==> src/sv/inverf_pkg.sv <==
`timescale 1ns / 1ps
// ----------------------------------------------------------------------------
// inverf_pkg
// Shared formats, coefficients and helpers for the inverse error function.
// ----------------------------------------------------------------------------
package inverf_pkg;

    localparam int IN_FRAC_BITS  = 23;
    localparam int OUT_FRAC_BITS = 20;
    localparam int X_W           = 25;
    localparam int R_W           = 23;

    // working formats: Q30 central and log, Q24 tail polynomials
    localparam int Q       = 30;
    localparam int QT      = 24;
    localparam int U_SHIFT = Q - IN_FRAC_BITS;
    localparam int H_W     = 34;

    // tail front end
    localparam int K_W      = $clog2(Q + 1);
    localparam int W_W      = K_W + 1 + Q;
    localparam int SQ_SHIFT = 2 * QT - Q;
    localparam int RAD_W    = W_W + SQ_SHIFT;
    localparam int SQ_STAGES = (RAD_W + 1) / 2;
    localparam int RADP_W   = 2 * SQ_STAGES;
    localparam int Z_W      = SQ_STAGES;
    localparam int TAIL_LAT = 2 + Q + SQ_STAGES;

    // divider
    localparam int DIV_LAT = 2 + R_W;

    // region select
    localparam int CW = Q + 4;
    localparam logic [CW-1:0] CEN_LIM = CW'(7) << Q;

    localparam logic [X_W-1:0] ONE_IN = X_W'(1) << IN_FRAC_BITS;
    localparam logic signed [R_W-1:0] RMAX = {1'b0, {(R_W-1){1'b1}}};
    localparam logic signed [R_W-1:0] RMIN = {1'b1, {(R_W-1){1'b0}}};

    localparam logic [63:0] DEC_ONE = 64'd10000000000;

    // decimal constant with ten places to fixed point, rounded
    function automatic logic [63:0] qc(input logic [63:0] n, input int f);
        return (n / DEC_ONE) * (64'd1 << f)
             + (((n % DEC_ONE) * (64'd1 << f) + DEC_ONE / 2) / DEC_ONE);
    endfunction

    localparam logic signed [H_W-1:0] ONE_Q  = H_W'(1) << Q;
    localparam logic signed [H_W-1:0] ONE_QT = H_W'(1) << QT;

    localparam logic signed [H_W-1:0] A0 = H_W'(qc(64'd8862269237, Q));
    localparam logic signed [H_W-1:0] A1 = -H_W'(qc(64'd16601283962, Q));
    localparam logic signed [H_W-1:0] A2 = H_W'(qc(64'd9266186015, Q));
    localparam logic signed [H_W-1:0] A3 = -H_W'(qc(64'd1411032044, Q));
    localparam logic signed [H_W-1:0] B0 = -H_W'(qc(64'd21350538062, Q));
    localparam logic signed [H_W-1:0] B1 = H_W'(qc(64'd14606034035, Q));
    localparam logic signed [H_W-1:0] B2 = -H_W'(qc(64'd3319823981, Q));
    localparam logic signed [H_W-1:0] B3 = H_W'(qc(64'd119727062, Q));
    localparam logic signed [H_W-1:0] C0 = -H_W'(qc(64'd19942164566, QT));
    localparam logic signed [H_W-1:0] C1 = -H_W'(qc(64'd18726741635, QT));
    localparam logic signed [H_W-1:0] C2 = H_W'(qc(64'd36087466588, QT));
    localparam logic signed [H_W-1:0] C3 = H_W'(qc(64'd18236584577, QT));
    localparam logic signed [H_W-1:0] D0 = H_W'(qc(64'd37414629407, QT));
    localparam logic signed [H_W-1:0] D1 = H_W'(qc(64'd18184895256, QT));
    localparam logic [Q-1:0] LN2_Q = Q'(qc(64'd6931471806, Q));

    typedef enum logic [1:0] {
        ST_OK     = 2'd0,
        ST_DOMAIN = 2'd1,
        ST_SAT    = 2'd2
    } t_status;

    typedef struct packed {
        logic    valid;
        logic    neg;
        logic    cen;
        t_status status;
    } t_side;

    // signed fixed-point product, magnitude rounded half away from zero
    function automatic logic signed [H_W-1:0] fmul(input logic signed [H_W-1:0] a,
                                                   input logic signed [H_W-1:0] b,
                                                   input int f);
        logic [H_W-1:0]   ma;
        logic [H_W-1:0]   mb;
        logic [2*H_W-1:0] p;
        logic [H_W-1:0]   r;
        ma = a[H_W-1] ? H_W'(-a) : H_W'(a);
        mb = b[H_W-1] ? H_W'(-b) : H_W'(b);
        p  = (2*H_W)'(ma) * (2*H_W)'(mb);
        p  = p + ((2*H_W)'(1) << (f - 1));
        r  = H_W'(p >> f);
        return (a[H_W-1] ^ b[H_W-1]) ? -$signed(r) : $signed(r);
    endfunction

endpackage

==> src/sv/inverf_div.sv <==
`timescale 1ns / 1ps
// ----------------------------------------------------------------------------
// inverf_div
// Pipelined restoring divider: round(num * 2^OUT_FRAC_BITS / den), one
// quotient bit per stage, with an overflow flag for quotients past R_W bits.
// ----------------------------------------------------------------------------
module inverf_div (
    input  logic                         i_clk,
    input  logic                         i_en,
    input  logic [inverf_pkg::H_W-1:0]   i_num,
    input  logic [inverf_pkg::H_W-1:0]   i_den,
    output logic [inverf_pkg::R_W-1:0]   o_quot,
    output logic                         o_sat
);

    localparam int HW  = inverf_pkg::H_W;
    localparam int DQ  = inverf_pkg::R_W;
    localparam int N_W = HW + inverf_pkg::OUT_FRAC_BITS + 1;

    logic [N_W-1:0] r_n;
    logic [HW-1:0]  r_d0;

    logic [HW-1:0]  r_rem [0:DQ-1];
    logic [DQ-1:0]  r_low [0:DQ-1];
    logic [HW-1:0]  r_den [0:DQ-1];
    logic [DQ-1:0]  r_q   [0:DQ];
    logic           r_sat [0:DQ];
    logic [HW:0]    n_cur [1:DQ];
    logic           n_ge  [1:DQ];

    always_comb begin
        for (int j = 1; j <= DQ; j++) begin
            n_cur[j] = {r_rem[j-1], r_low[j-1][DQ-1]};
            n_ge[j]  = n_cur[j] >= (HW+1)'(r_den[j-1]);
        end
    end

    always_ff @(posedge i_clk) begin
        if (i_en) begin
            // half the divisor added up front gives round half up
            r_n  <= (N_W'(i_num) << inverf_pkg::OUT_FRAC_BITS) + N_W'(i_den >> 1);
            r_d0 <= i_den;

            r_rem[0] <= HW'(r_n >> DQ);
            r_low[0] <= DQ'(r_n);
            r_den[0] <= r_d0;
            r_sat[0] <= HW'(r_n >> DQ) >= r_d0;
            r_q[0]   <= '0;

            for (int j = 1; j <= DQ; j++) begin
                r_q[j]   <= {r_q[j-1][DQ-2:0], n_ge[j]};
                r_sat[j] <= r_sat[j-1];
            end
            for (int j = 1; j < DQ; j++) begin
                r_rem[j] <= HW'(n_ge[j] ? n_cur[j] - (HW+1)'(r_den[j-1]) : n_cur[j]);
                r_low[j] <= r_low[j-1] << 1;
                r_den[j] <= r_den[j-1];
            end
        end
    end

    assign o_quot = r_q[DQ];
    assign o_sat  = r_sat[DQ];

endmodule

==> config.mk <==
export PLATFORM = sky130hd
export DESIGN_NAME = inverf_div
export DESIGN_NICKNAME = d
export VERILOG_FILES = /design/src/sv/inverf_pkg.sv /design/src/sv/inverf_div.sv
export SDC_FILE = /design/constraint.sdc
export NUM_CORES = 2
export LEC_CHECK = 0
export BUFFER_PORTS_ARGS = -buffer_cell sky130_fd_sc_hd__buf_4
export CAP_MARGIN = 20
export CELL_PAD_IN_SITES_DETAIL_PLACEMENT = 1
export CELL_PAD_IN_SITES_GLOBAL_PLACEMENT = 2
export CORE_MARGIN = 2
export CORE_UTILIZATION = 45
export CTS_CLUSTER_SIZE = 20
export DETAILED_ROUTE_END_ITERATION = 16
export PLACE_DENSITY_LB_ADDON = 0.2
export RECOVER_POWER = 25
export SETUP_SLACK_MARGIN = 0.1
export SYNTH_ARGS = -nofsm -noshare
export SYNTH_HDL_FRONTEND = slang
export SYNTH_SLANG_ARGS = --single-unit
==> constraint.sdc <==
create_clock -name i_clk -period 4.2 [get_ports i_clk]
set_clock_uncertainty 0.2 [all_clocks]
set_input_delay 0 -clock i_clk [delete_from_list [all_inputs] [get_ports i_clk]]
set_output_delay 0 -clock i_clk [all_outputs]
set_load 0.05 [all_outputs]
==> flow_metrics.tcl <==
set metrics [dict create \
    clk_pin_slew_ns 0.07 \
    swShare 0.3857 \
    h-tree-depth 4 \
    cts_buffer_depth 3 \
    grt_use_total 0.2465 \
    drive_above_1_share 0.1079 \
    overflow 0 \
    drtAntennaViolNets 0 \
    setup_violations 0 \
    synth_top_cell_area_share 0.5296 \
    cts_tree "yes" \
    period_minus_slack_ns 4.037 \
    hold_viol_final 0 \
    core_um2 243000 \
    detail_route.vias_per_cell 5.651 \
    die_y_um 498.0 \
    power.switching_w 0.03749 \
    min_to "r_n[32]$_DFFE_PP_" \
    place_hpwl_um 236400 \
    drt-pass1-iter-count 7 \
    wire_per_inst_um 23.35 \
    io_buffer_count 93 \
    area_growth_pct 13.67 \
    hp-start "i_num[12]" \
    status "finished with violations" \
    drc 0 \
    syn_inst 9569 \
    ios 94 \
    antenna_found_initial 5 \
    async_flop_share 0 \
    grt_pass1_vias 79530 \
    root_buffer "clkbuf_16" \
    relSlewSlack -0.5425 \
    worst_pin_slew_ns 2.314 \
    num_vias 75750 \
    cts.sinks 1937 \
    critPathCaptureType "flop" \
    seqPwrFrac 0.334 \
    layout_setup_ws_ns 0.1634 \
    nets 10930 \
    synth_edf_count 1937 \
    vdd_drop_max_mv 0.4645 \
    leakagePower_nw 50.92 \
    power_density_nw_per_um2 778.6 \
    timing.rr.end "r_rem[2][166]$_DFFE_PP_" \
    wl_um 313000 \
    synth.yosys.seq_area_share 0.5296 \
    synth_top_area_cell "edfxtp_1" \
    synth_nets 10490 \
    chipWidth_um 498.0 \
    numCtsBuffers 213 \
    drv_slew 50 \
    crit_arrival_ns 4.45 \
    syn_area_per_cell_um2 11.48 \
    post_dp_cell_area_um2 115300 \
    fill_cells 25400 \
    holdPathStages 4 \
    die-area_um2 248000 \
    dpl_worst_slack_ns -0.4000 \
    crit-reg2reg-launch "r_den[2][106]$_DFFE_PP_" \
    yosysWarningCount 0 \
    start_kind "flop" \
    ys.flop_type "edfxtp_1" \
    pwr-share-clk 0.201 \
    min_path_type "primary input to flop" \
    internal_power_w 0.05971 \
    combPwrFrac 0.465 \
    max_freq_mhz 247.7 \
    worstPathRequired_ns 4.61 \
    routabilityCongestion 0.8989 \
    drt_iter0_drc 4546 \
    grt_pass1_wl_um 475400 \
    insertion_delay_ns 0.87 \
    layout_commonest_cell "edfxtp_1" \
    violations "capacitance limit, slew limit" \
    synth_cell_type_count 117 \
    final_cell_mix "edfxtp_1 (1937), inv_1 (1031), ha_1 (824)" \
    fp-row-count 181 \
    fin_area_um2 124800 \
    synth_seq_cells 1937 \
    worst-setup-path-type "flop to flop" \
    start_util 0.4520 \
    ys_top_cells_by_area "edfxtp_1 (53%), ha_1 (9.4%), a21oi_1 (3.8%)" \
    rsz0062_at_grt "true" \
    grt_max_degree 207 \
    syn-cell-area_um2 109800 \
    r2r_setup_slack_ns 0.16 \
    timing.final.crit_share 0.9611 \
    r2r.worst_path.cells 17 \
    cap_violations 1 \
    tns_ns 0 \
    path_max_fanout 3 \
]
[stage by stage]
step	instances	power [W]	utilization	hold slack (ns)
3_3_place_gp	12820	0.07579	0.4744	-0.02196
5_1_grt	13410	0.1035	0.5138	0.04679
4_1_cts	13380	0.09721	0.5116	0.003574
6_report	13410	0.09720	0.5138	0.06075
2_1_floorplan	9569	0.06272	-	-0.1011
3_5_place_dp	12820	0.07686	0.4744	-0.02043
[final cells by class]
cell class,count,area [µm²],area share
repair buffers,454,4257,0.03409
inverters,1033,3877,0.03106
clock inverters,154,1833,0.01468
diodes,4,10.01,0.00008018
multi-input cells,6374,47220,0.3782
flip-flops and latches,1937,58170,0.4659
well taps,3202,4006,0.03209
clock buffers,247,5479,0.04389
[worst max path at each step]
| stage | startpoint | end | slack, ns | depth (start not counted) |
|---|---|---|---|---|
| CTS | r_den[2][106]$_DFFE_PP_ | r_rem[2][166]$_DFFE_PP_ | 0.02 | 17 |
| detailed placement | r_den[2][106]$_DFFE_PP_ | r_rem[2][166]$_DFFE_PP_ | -0.40 | 17 |
| floorplan | r_den[1][15]$_DFFE_PP_ | r_rem[1][66]$_DFFE_PP_ | 0.47 | 14 |
| finish | r_den[2][106]$_DFFE_PP_ | r_rem[2][166]$_DFFE_PP_ | 0.16 | 17 |
| global route | r_den[2][106]$_DFFE_PP_ | r_rem[2][166]$_DFFE_PP_ | 0.03 | 17 |
| global placement | r_den[2][106]$_DFFE_PP_ | r_rem[2][166]$_DFFE_PP_ | -0.26 | 17 |
[power groups by stage]
| stage | Sequential [W] | Clock [W] | Combinational (W) |
|---|---|---|---|
| 2_1_floorplan | 0.0302 | 0 | 0.0325 |
| 3_3_place_gp | 0.0329 | 0 | 0.0429 |
| 3_5_place_dp | 0.0329 | 0 | 0.0439 |
| 4_1_cts | 0.0326 | 0.0200 | 0.0446 |
| 5_1_grt | 0.0328 | 0.0207 | 0.0500 |
| 6_report | 0.0324 | 0.0196 | 0.0452 |
[cell families after synthesis]
kind of cell / synth area share
AOI/OAI and AO/OA: 0.1478
and+or+nand+nor: 0.08659
DFF: 0.5296
buffers and inverters: 0.04591
adders and majority gates: 0.09829
xor gates and xnor gates: 0.05327
muxes: 0.03854
[registers in the layout, indices dropped and copies added, names as in the netlist]
name and flops:
r_q 276, r_low 6, r_d0 14, r_sat 24, r_n 55, r_rem 780, r_den 782
[synth_stat cells (all sizes together) (84+ instances only)]
master / instances
a21o: 437
a21oi: 843
buf: 106
clkbuf: 120
edfxtp: 1937
ha: 826
inv: 1033
mux2: 351
nand2: 495
nand2b: 84
nand3: 164
nand4: 140
nor2: 552
nor2b: 94
nor3: 119
o21a: 97
o21ai: 487
o21bai: 122
xnor2: 435
xor2: 233
[repair_timing]
item	4_1_cts	5_1_grt
pin swaps	3	20
buffers inserted	2	14
hold endpoints to repair	1286	0
setup endpoints to repair	26	217
cloned	0	4
hold buffers	161	0
resized for setup	22	70
[worst max-delay path, cell delays in order, from the launching register on]
cell and delay (ns):
edfxtp_1 0.42, inv_2 0.09, ha_1 0.18, inv_1 0.06, fa_2 0.38, a21oi_4 0.16
o21ai_1 0.12, a2111oi_2 0.44, buf_4 0.18, o31ai_2 0.08, a2111oi_2 0.39, buf_4 0.19
o41ai_1 0.08, buf_4 0.16, a21oi_1 0.16, o21bai_1 0.09, xor2_1 0.14, mux2_2 0.26
[per-layer routing]
metal,vias to the layer above,wire length [µm],track usage
met5,-,0,0
met4,0,10690,0.07875
met3,489,9269,0.02768
met2,1230,165900,0.4624
met1,37920,127100,0.2914
li1,36110,-,-
Note: power is estimated with default switching activity, not from simulation.
